<file path="config.mk">
export PLATFORM = sky130hd
export DESIGN_NAME = svis_ctrl
export DESIGN_NICKNAME = d
export VERILOG_FILES = /design/src/design/svis_pkg.sv /design/src/design/svis_ctrl.sv
export SDC_FILE = /design/constraint.sdc
export NUM_CORES = 1
export LEC_CHECK = 0
export ABC_CLOCK_PERIOD_IN_PS = 1600
export CORE_AREA = 2 2 39 41
export CTS_BUF_LIST = sky130_fd_sc_hd__clkbuf_8 sky130_fd_sc_hd__clkbuf_16
export DETAILED_ROUTE_END_ITERATION = 8
export DIE_AREA = 0 0 41 43
export DONT_BUFFER_PORTS = 1
export PLACE_DENSITY_LB_ADDON = 0.05
export SYNTH_ARGS = -nofsm -noshare
export SYNTH_HDL_FRONTEND = slang
export SYNTH_SLANG_ARGS = --single-unit
</file>
<file path="constraint.sdc">
create_clock -name clk -period 1.6 [get_ports clk]
set_input_delay 0.32 -clock clk [delete_from_list [all_inputs] [get_ports clk]]
set_output_delay 0.32 -clock clk [all_outputs]
set_load 0.02 [all_outputs]
</file>
<file path="src/design/svis_pkg.sv">
// Shared types and constants for the sparse indexed vector store.
// Used by the controller, the datapath and the top level; depends on nothing.
package svis_pkg;

	localparam int ACTION_W = 3;
	localparam int STATUS_W = 2;
	localparam int SIZE_W   = 11;
	localparam int TOL_W    = 16;
	localparam int CFG_W    = 16;
	localparam int CFG_IDX_W = 1;

	localparam logic [SIZE_W-1:0] SIZE_RESET = 11'd1024;

	// action codes
	localparam logic [ACTION_W-1:0] ACT_ADD      = 3'd0;
	localparam logic [ACTION_W-1:0] ACT_SET      = 3'd1;
	localparam logic [ACTION_W-1:0] ACT_CLEAR    = 3'd2;
	localparam logic [ACTION_W-1:0] ACT_RD_ELEM  = 3'd3;
	localparam logic [ACTION_W-1:0] ACT_RD_ENTRY = 3'd4;

	// status codes
	localparam logic [STATUS_W-1:0] STS_OK        = 2'd0;
	localparam logic [STATUS_W-1:0] STS_IDX_RANGE = 2'd1;
	localparam logic [STATUS_W-1:0] STS_POS_RANGE = 2'd2;

	// configuration register indexes
	localparam logic [CFG_IDX_W-1:0] REG_SIZE_IN_USE = 1'd0;
	localparam logic [CFG_IDX_W-1:0] REG_ZERO_TOL    = 1'd1;

	// list memory read address select
	localparam logic [1:0] LRD_POS  = 2'd0;
	localparam logic [1:0] LRD_LAST = 2'd1;
	localparam logic [1:0] LRD_CLR  = 2'd2;

	typedef struct packed {
		logic       capture;
		logic       init_wr;
		logic       calc;
		logic       commit;
		logic       rem_move;
		logic       rem_unlist;
		logic       clr_start;
		logic       clr_step;
		logic       clr_done;
		logic       entry_addr;
		logic [1:0] lrd_sel;
		logic       load_result;
	} cmd_t;

	typedef struct packed {
		logic                init_last;
		logic [ACTION_W-1:0] action;
		logic                idx_bad;
		logic                pos_bad;
		logic                remove_needed;
		logic                clr_more;
		logic                clr_pend;
	} sts_t;

endpackage

</file>
<file path="src/design/svis_ctrl.sv">
// Controller state machine: sequences memory reads, writes and the result hand-off.
// Depends on svis_pkg; drives svis_datapath through cmd_t and reads sts_t.
module svis_ctrl
	import svis_pkg::*;
(
	input  logic clk,
	input  logic arst_n,
	input  logic in_valid,
	output logic in_ready,
	output logic out_valid,
	input  logic out_ready,
	input  sts_t sts,
	output cmd_t cmd
);

	localparam logic [3:0] S_INIT    = 4'd0;
	localparam logic [3:0] S_IDLE    = 4'd1;
	localparam logic [3:0] S_CHK     = 4'd2;
	localparam logic [3:0] S_CALC    = 4'd3;
	localparam logic [3:0] S_COMMIT  = 4'd4;
	localparam logic [3:0] S_REM_RD  = 4'd5;
	localparam logic [3:0] S_REM_MV  = 4'd6;
	localparam logic [3:0] S_REM_UL  = 4'd7;
	localparam logic [3:0] S_CLR     = 4'd8;
	localparam logic [3:0] S_ERD     = 4'd9;
	localparam logic [3:0] S_FIN     = 4'd10;

	logic [3:0] state_q;
	logic [3:0] state_d;
	logic       out_valid_q;

	assign in_ready  = (state_q == S_IDLE);
	assign out_valid = out_valid_q;

	always_comb begin
		cmd         = '0;
		cmd.lrd_sel = LRD_POS;
		state_d     = state_q;
		unique case (state_q)
			S_INIT: begin
				cmd.init_wr = 1'b1;
				if (sts.init_last) begin
					state_d = S_IDLE;
				end
			end
			S_IDLE: begin
				if (in_valid) begin
					cmd.capture = 1'b1;
					state_d     = S_CHK;
				end
			end
			S_CHK: begin
				case (sts.action) inside
					ACT_ADD, ACT_SET: state_d = sts.idx_bad ? S_FIN : S_CALC;
					ACT_CLEAR: begin
						cmd.clr_start = 1'b1;
						state_d       = S_CLR;
					end
					ACT_RD_ENTRY: state_d = sts.pos_bad ? S_FIN : S_ERD;
					default:      state_d = S_FIN;
				endcase
			end
			S_CALC: begin
				cmd.calc = 1'b1;
				state_d  = S_COMMIT;
			end
			S_COMMIT: begin
				cmd.commit = 1'b1;
				state_d    = sts.remove_needed ? S_REM_RD : S_FIN;
			end
			S_REM_RD: begin
				cmd.lrd_sel = LRD_LAST;
				state_d     = S_REM_MV;
			end
			S_REM_MV: begin
				cmd.lrd_sel  = LRD_LAST;
				cmd.rem_move = 1'b1;
				state_d      = S_REM_UL;
			end
			S_REM_UL: begin
				cmd.rem_unlist = 1'b1;
				state_d        = S_FIN;
			end
			S_CLR: begin
				cmd.lrd_sel  = LRD_CLR;
				cmd.clr_step = 1'b1;
				if (!sts.clr_more && !sts.clr_pend) begin
					cmd.clr_done = 1'b1;
					state_d      = S_FIN;
				end
			end
			S_ERD: begin
				cmd.entry_addr = 1'b1;
				state_d        = S_FIN;
			end
			S_FIN: begin
				// hold the element address on the list entry while waiting
				cmd.entry_addr = (sts.action == ACT_RD_ENTRY);
				if (!out_valid_q || out_ready) begin
					cmd.load_result = 1'b1;
					state_d         = S_IDLE;
				end
			end
			default: state_d = S_INIT;
		endcase
	end

	always_ff @(posedge clk or negedge arst_n) begin
		if (!arst_n) begin
			state_q     <= S_INIT;
			out_valid_q <= 1'b0;
		end else begin
			state_q <= state_d;
			if (cmd.load_result) begin
				out_valid_q <= 1'b1;
			end else if (out_ready) begin
				out_valid_q <= 1'b0;
			end
		end
	end

endmodule

</file>
### Word-level counts from Yosys, hierarchy flattened

Index checks and enable logic that the tools add are counted.

* output and inout bits: 15
* register bits: 5
* input bits: 13
* word-level logic and storage cells: 60

* multiplexer cells: 29
* equal/unequal tests: 17
* reductions and logical operators: 12

Operator list (number)
* 4-bit case mux with 10 select lines: 1
* 4-bit two-way mux: 7
* 4-bit by 3-bit == test with 1-bit output (second input constant): 4
* 1-bit two-way mux: 15
* 4-bit == test (second input constant): 3
* 4-bit by 2-bit == test with 1-bit output (second input constant): 2
* 2-bit two-way mux: 4
* 2-bit inequality test (second input constant): 4
* 2-bit OR reduction: 3
* 4-bit by 1-bit == test with 1-bit output (second input constant): 1
* 4-bit logical NOT: 1
* 2-bit case mux with 2 select lines: 1
* 4-bit AND reduction: 1
* 3-bit by 1-bit == test with 1-bit output (second input constant): 1
* 3-bit by 2-bit == test with 1-bit output (second input constant): 1
* 3-bit == test (second input constant): 1
* 1-bit logical NOT: 3
* 3-bit logical NOT: 1
* 1-bit case mux with 2 select lines: 1
* 2-bit nonzero test: 1
* 1-bit logical AND: 1
* 1-bit logical OR: 1

### Depth between registers and ports, before layout

Gate-level depths: netlist of run 1.

* word-level depth: 5
* depth in mapped cells: 5
* depth with buffers taken out: 4

### Worst setup path before layout of run 1

Ideal clock, no wire load.

* kind: register to output
* from: register state_q[2]
* to: output cmd[4] (netlist bit)
* buffers on the path: 0
* data required time: 1.280 ns
* cell stages (with the launch flop): 3
* setup slack: -0.148 ns
* arrival: 1.428 ns
* cell sequence: dfrtp_1 or4b_4 nor3_1

RTL lines
* from (decl): line svis_ctrl.sv:28 `logic [3:0] state_q;`
* from (signal assigned): line svis_ctrl.sv:113 `state_q <= state_d;`
* to (decl): line svis_ctrl.sv:13 `output cmd_t cmd`

==> results.toml, run 1 <==
[setup_path]
cp_top_family = "simple AND/OR/NAND/NOR gates"
crit_chain = "or4bb_1, nor2b_4"
path_buf_inv = 0
crit_slowest_cell = "or4bb_1"
cp-start-kind = "register"
arrival_ns = 1.44
end_kind = "primary output"
criticalPathCategory = "reg2out"
cp.required_ns = 1.28
crit_fanout = 3
slowest_delay_ns = 0.63

[clocking]
cts_tree = "built"
cts.reportedPaths.clkPinSlew_ns = 0.03
root_buffer = "clkbuf_8"
clock_path_buffers = 2
cts-htree-levels = 1
cts_inserted_buffers = 3
insertion_delay_ns = 0.22
clock-sinks = 5

[power]
p_total_mw = 1.61
p_per_area_nw_per_um2 = 2100
p_leak_nw = 0.345
ir_drop_uv = 676

[die]
io_pins = 28
start_util_pct = 36.2
fp.dieH_um = 43
core_sq_um = 1380
dieArea_sq_um = 1760
fp.dieW_um = 41
row_count = 14

[detailed_routing]
drt_iter0_markers = 21
drc = 0
wl_mm = 1.38
wl_per_cell_um = 13.5
first_pass_iters = 4
ant_nets = 0
via_per_inst = 5.55
vias = 566

[sta]
tightest_slew_ns = 0.413
layout_setup_ws_ns = -0.159
final_max_slew_viol_count = 0
layout_min_cycle_time_ns = 1.76
tns_ns = -0.935
max_freq_ghz = 0.568
finalCritPeriodShare_pct = 110
max_slew_margin_pct = 72.1
rsz0062_at_grt = "true"
skew_ns = 0.000687
hold_viol = 0
finalSetupViolCount = 11

[global_routing]
antenna_found_initial = 0
grt_pass1_wl_mm = 2.01
grt_max_degree = 16
overflow = 0
grtUsageTotal_pct = 16.7
grt_pass1_vias = 494

[outcome]
violations = "negative setup slack"
status = "finished, violations left"

[synth]
synthTopCellsByArea = "dfrtp_1 25%, nor3_1 9.0%, a21oi_1 6.0%"
synthCells = 69
ys_types = 29
yosysSeqAreaShare_pct = 25.0
netlist_area_sq_um = 500
ys_ff_latch = 5
avgSynthCellArea_sq_um = 7.25
synth_top_area_share_pct = 25.0
yosysWarnings = 0
synth.area.mux_share_pct = 2.00
synth_top_family_by_area = "simple AND/OR/NAND/NOR gates"
synth_xor_xnor_area_share_pct = 1.75
synth_compound_area_share_pct = 21.3
synth_nets = 82
synth_area_leader_cell = "dfrtp_1"
synth_simple_gate_area_share_pct = 41.3
synth-adder-area-share_pct = 0

[final_layout]
area.growth.synth_to_final_pct = 52.7
drive_above_1_share_pct = 40.7
final_common_cell = "buf_4"
diodes = 0
final_cell_mix = "16 x buf_4, 8 x nor2_1, 6 x nor3_1, 6 x a21oi_1, 5 x dfrtp_1"
fin_nets = 100

[place]
hpwl_um = 989
io_buffers = 0
gp_congestion = 0.779

[min_path]
min_path_type = "in2reg"

[job]
cap_viol_max_count = 0
## sequential cells by signal (all words and copies together), names as in the netlist
register,cells
out_valid,1
state_q,4
## path summary, 6_finish.rpt
path,start,slack (ns),depth (start not counted),endpoint
worst max register to register,state_q[0],-0.02,5,state_q[0]
max in group asynchronous,arst_n,1.02,1,out_valid
worst max-delay path,state_q[2],-0.16,2,cmd[0]
min in group asynchronous,arst_n,0.39,1,state_q[3]
worst min-delay path,in_valid,0.21,1,state_q[0]
worst min register to register,state_q[3],0.65,2,state_q[2]
## through the flow
stage | cells | area (sq um) | util (%) | hold slack [ns] | worst slack, ns
3_5_place_dp | 95 | 628 | 45.4 | 0.0245 | 0.0587
5_1_grt | 102 | 764 | 55.2 | 0.210 | -0.204
4_1_cts | 102 | 736 | 53.2 | 0.212 | -0.154
2_1_floorplan | 69 | 508 | - | 0.0244 | -0.117
3_3_place_gp | 95 | 628 | 45.4 | 0.0245 | 0.0592
6_report | 102 | 764 | 55.2 | 0.215 | -0.159
## routing by layer
layer	vias up	part of all wire, %	GRT usage, %
met2	31	45	23.8
li1	285	-	-
met1	250	46	23.0
met4	0	0	8.67
met3	0	9.6	3.14
met5	-	0	0
## Yosys cell counts (all sizes together)
master  count
nand2b      4
nand2       5
o21a        1
a221o       1
xor2        1
dfrtp       5
o21ai       2
nor4b       1
clkbuf      2
and3        1
o22ai       3
or3b        1
or2b        1
nor2        8
or4bb       1
a21oi       6
buf         4
a211oi      1
nor3        9
nor4        3
mux2i       1
or4b        1
inv         3
a21o        1
o311ai      1
nor2b       2
## where the power goes
group	switching (mW)	internal, mW	total [mW]
clock network	0.0565	0.164	0.221
logic	0.636	0.510	1.15
registers	0.0563	0.185	0.242
total	0.749	0.859	1.61
## kinds of logic after synthesis
group,count (synthesis)
AND/OR/NAND/NOR,37
AO/OA/AOI/OAI,16
buffers and inverters,9
flip-flops,5
XOR/XNOR,1
multiplexers,1
## layout make-up
type | instances | area [sq um]
Tap cell | 16 | 20.0
Sequential cell | 5 | 125
Inverter | 3 | 18.8
Clock inverter | 1 | 3.75
Fill cell | 145 | 619
Clock buffer | 3 | 41.3
Timing Repair Buffer | 19 | 161
Multi-Input combinational cell | 55 | 394
## timing repair
action                                  in CTS  in global routing
endpoints found under the setup margin      12                 15
hold buffers                                 1                  0
buffers inserted                             2                  0
pin swaps                                    2                  1
endpoints found under the hold margin        5                  0
resized for setup                           10                  6
No activity file was read; power rests on OpenSTA's default activity.
==> run 2: changes to the inputs <==
--- a/config.mk
+++ b/config.mk
@@ -5,13 +5,13 @@
 export SDC_FILE = /design/constraint.sdc
 export NUM_CORES = 1
 export LEC_CHECK = 0
+export ABC_AREA = 1
 export ABC_CLOCK_PERIOD_IN_PS = 1600
 export CORE_AREA = 2 2 39 41
 export CTS_BUF_LIST = sky130_fd_sc_hd__clkbuf_8 sky130_fd_sc_hd__clkbuf_16
 export DETAILED_ROUTE_END_ITERATION = 8
 export DIE_AREA = 0 0 41 43
 export DONT_BUFFER_PORTS = 1
-export PLACE_DENSITY_LB_ADDON = 0.05
 export SYNTH_ARGS = -nofsm -noshare
 export SYNTH_HDL_FRONTEND = slang
 export SYNTH_SLANG_ARGS = --single-unit
==> results.toml, run 2 <==
[outcome]
status = "completed"

[synth]
synth-adder-area-share_pct = 0
synth_xor_xnor_area_share_pct = 0
post-synth-top-count-cell = "nand2_1"
avgSynthCellArea_sq_um = 5.57
synth-edff-count = 0
yosysSeqAreaShare_pct = 24.9
yosysWarnings = 0
synth_top_family_by_area = "simple AND/OR/NAND/NOR gates"
ys_types = 15
synth_area_leader_cell = "dfrtp_1"
synth_compound_area_share_pct = 5.24
synth_top_area_share_pct = 24.9
ys_ff_latch = 5
netlist_area_sq_um = 502
synthFlopType = "dfrtp_1"
synth_simple_gate_area_share_pct = 56.4
async_flop_share_pct = 100
synth_nets = 103
synthCells = 90
synthTopCellsByArea = "dfrtp_1 25%, nand2_1 20%, nor2_1 12%"
ys_top_cells_by_count = "27 x nand2_1, 16 x nor2_1, 12 x inv_1"
synth.area.mux_share_pct = 0

[place]
dpl_cell_area_sq_um = 552
pre_cts_ws_ns = 0.183
gp_congestion = 0.827
io_buffers = 0
dp.cells = 110
hpwl_mm = 1.08

[global_routing]
grt_max_degree = 6
grtUsageTotal_pct = 17.9
overflow = 0
busiest_layer = "met2"
grt_use_met2_pct = 28.1
use_met3_pct = 7.33
grt_pass1_wl_mm = 2.14
globalRouteMet1Util_pct = 21.9
grt_pass1_vias = 522
antenna_found_initial = 0

[sta]
tns_ns = 0
skew_ns = 0.00186
rsz0062_at_grt = "true"
layout_min_cycle_time_ns = 1.56
tightest_slew_ns = 0.277
finalCritPeriodShare_pct = 97.4
layout_setup_ws_ns = 0.0417
hold_ws_ns = 0.199
hold_viol = 0
finalSetupViolCount = 0
max_slew_margin_pct = 81.5
final_max_slew_viol_count = 0
max_freq_ghz = 0.642

[setup_path]
crit_slowest_cell = "dfrtp_2"
crit_start = "state_q[1]"
cp.required_ns = 1.28
cp_top_family = "flip-flops"
path_buf_inv = 2
r2r_slack_ns = 0.29
cp-start-kind = "register"
crit_fanout = 5
crit_chain = "nor2_4, inv_2, nor3_1, buf_4"
cp_num_cells = 4
arrival_ns = 1.24
criticalPathCategory = "reg2out"
slowest_delay_ns = 0.46
r2r_end = "state_q[1]"
end_kind = "primary output"
r2r_cells = 9
r2r-start = "state_q[0]"
crit_end = "cmd[4]"

[min_path]
hold-path-cell-count = 1
min_path_type = "in2reg"

[final_layout]
final_common_cell = "nand2_1"
seq_area_sq_um = 129
final_cell_mix = "25 x nand2_1, 12 x nor2_1, 10 x inv_1, 9 x buf_4"
diodes = 0
fin_nets = 117
multi_input_area_sq_um = 368
drive_above_1_share_pct = 41.7
largest_reg_flops = 4
area.growth.synth_to_final_pct = 39.4
fin_area_sq_um = 699
final_core_util_pct = 50.5
fin_cells = 119
n_fill_cell = 142
top_register = "state_q"

[detailed_routing]
drt_iter0_markers = 23
first_pass_iters = 6
drc = 0
via_per_inst = 4.84
wl_mm = 1.43
vias = 576
wl_per_cell_um = 12.0
ant_nets = 0

[die]
fp.dieW_um = 41
row_count = 14
fp.dieH_um = 43
start_util_pct = 36.3
core_sq_um = 1380
io_pins = 28
dieArea_sq_um = 1760

[clocking]
root_buffer = "clkbuf_8"
clock_path_buffers = 2
cts.reportedPaths.clkPinSlew_ns = 0.04
cts-htree-levels = 1
cts_inserted_buffers = 3
clock-sinks = 5
cts_tree = "built"
insertion_delay_ns = 0.22

[job]
cap_viol_max_count = 0

[power]
p_per_area_nw_per_um2 = 2160
ir_drop_uv = 911
p_total_mw = 1.51
p_leak_nw = 0.389
## run 2: changes by cell type in the layout (fill, tap and decap cells not counted), sizes merged, moves of 3 or more
cell    previous run  this run
o22ai              3         0
nor3               9         2
nor2               8        22
nand2b             4         0
nand3              0         7
nor4               3         0
nand2              5        31
a21oi              6         0
buf               18         9
inv                4        17
## run 2: worst min path at each step
stage | startpoint | to | slack [ns]
2_1_floorplan | arst_n | out_valid | 0.02
3_3_place_gp | arst_n | state_q[3] | 0.02
3_5_place_dp | arst_n | state_q[2] | 0.02
4_1_cts | out_ready | out_valid | 0.20
5_1_grt | out_ready | out_valid | 0.20
6_report | out_ready | out_valid | 0.20
## run 2: final cells by class
| type | count | area share [%] |
|---|---|---|
| Timing Repair Buffer | 10 | 11.1 |
| Tap cell | 16 | 2.86 |
| Clock buffer | 3 | 5.90 |
| Sequential cell | 5 | 18.4 |
| Clock inverter | 1 | 0.537 |
| Inverter | 16 | 8.59 |
| Multi-Input combinational cell | 68 | 52.6 |
## run 2: metal layers
layer	up-vias	part of all wire, %
met3	2	7.7
met5	-	0
met1	253	39
li1	296	-
met2	25	52
met4	0	0.63
## run 2: cells by family after synthesis
| kind of cell | after synthesis |
|---|---|
| AO/OA/AOI/OAI | 4 |
| buffers and inverters | 17 |
| flip-flops | 5 |
| AND/OR/NAND/NOR | 64 |
## run 2: repair_timing
item                       4_1_cts  5_1_grt
setup endpoints to repair        1       11
hold buffers                     1        0
gates resized for setup          2       20
hold endpoints to repair         5        0
setup buffers                    2        2
pin swaps                        1        2
## run 2: where the power goes
group	internal [mW]	switching, mW	leakage [nW]	total, mW
registers	0.196	0.113	0.0611	0.308
logic	0.327	0.647	0.301	0.974
clock network	0.165	0.0665	0.0269	0.231
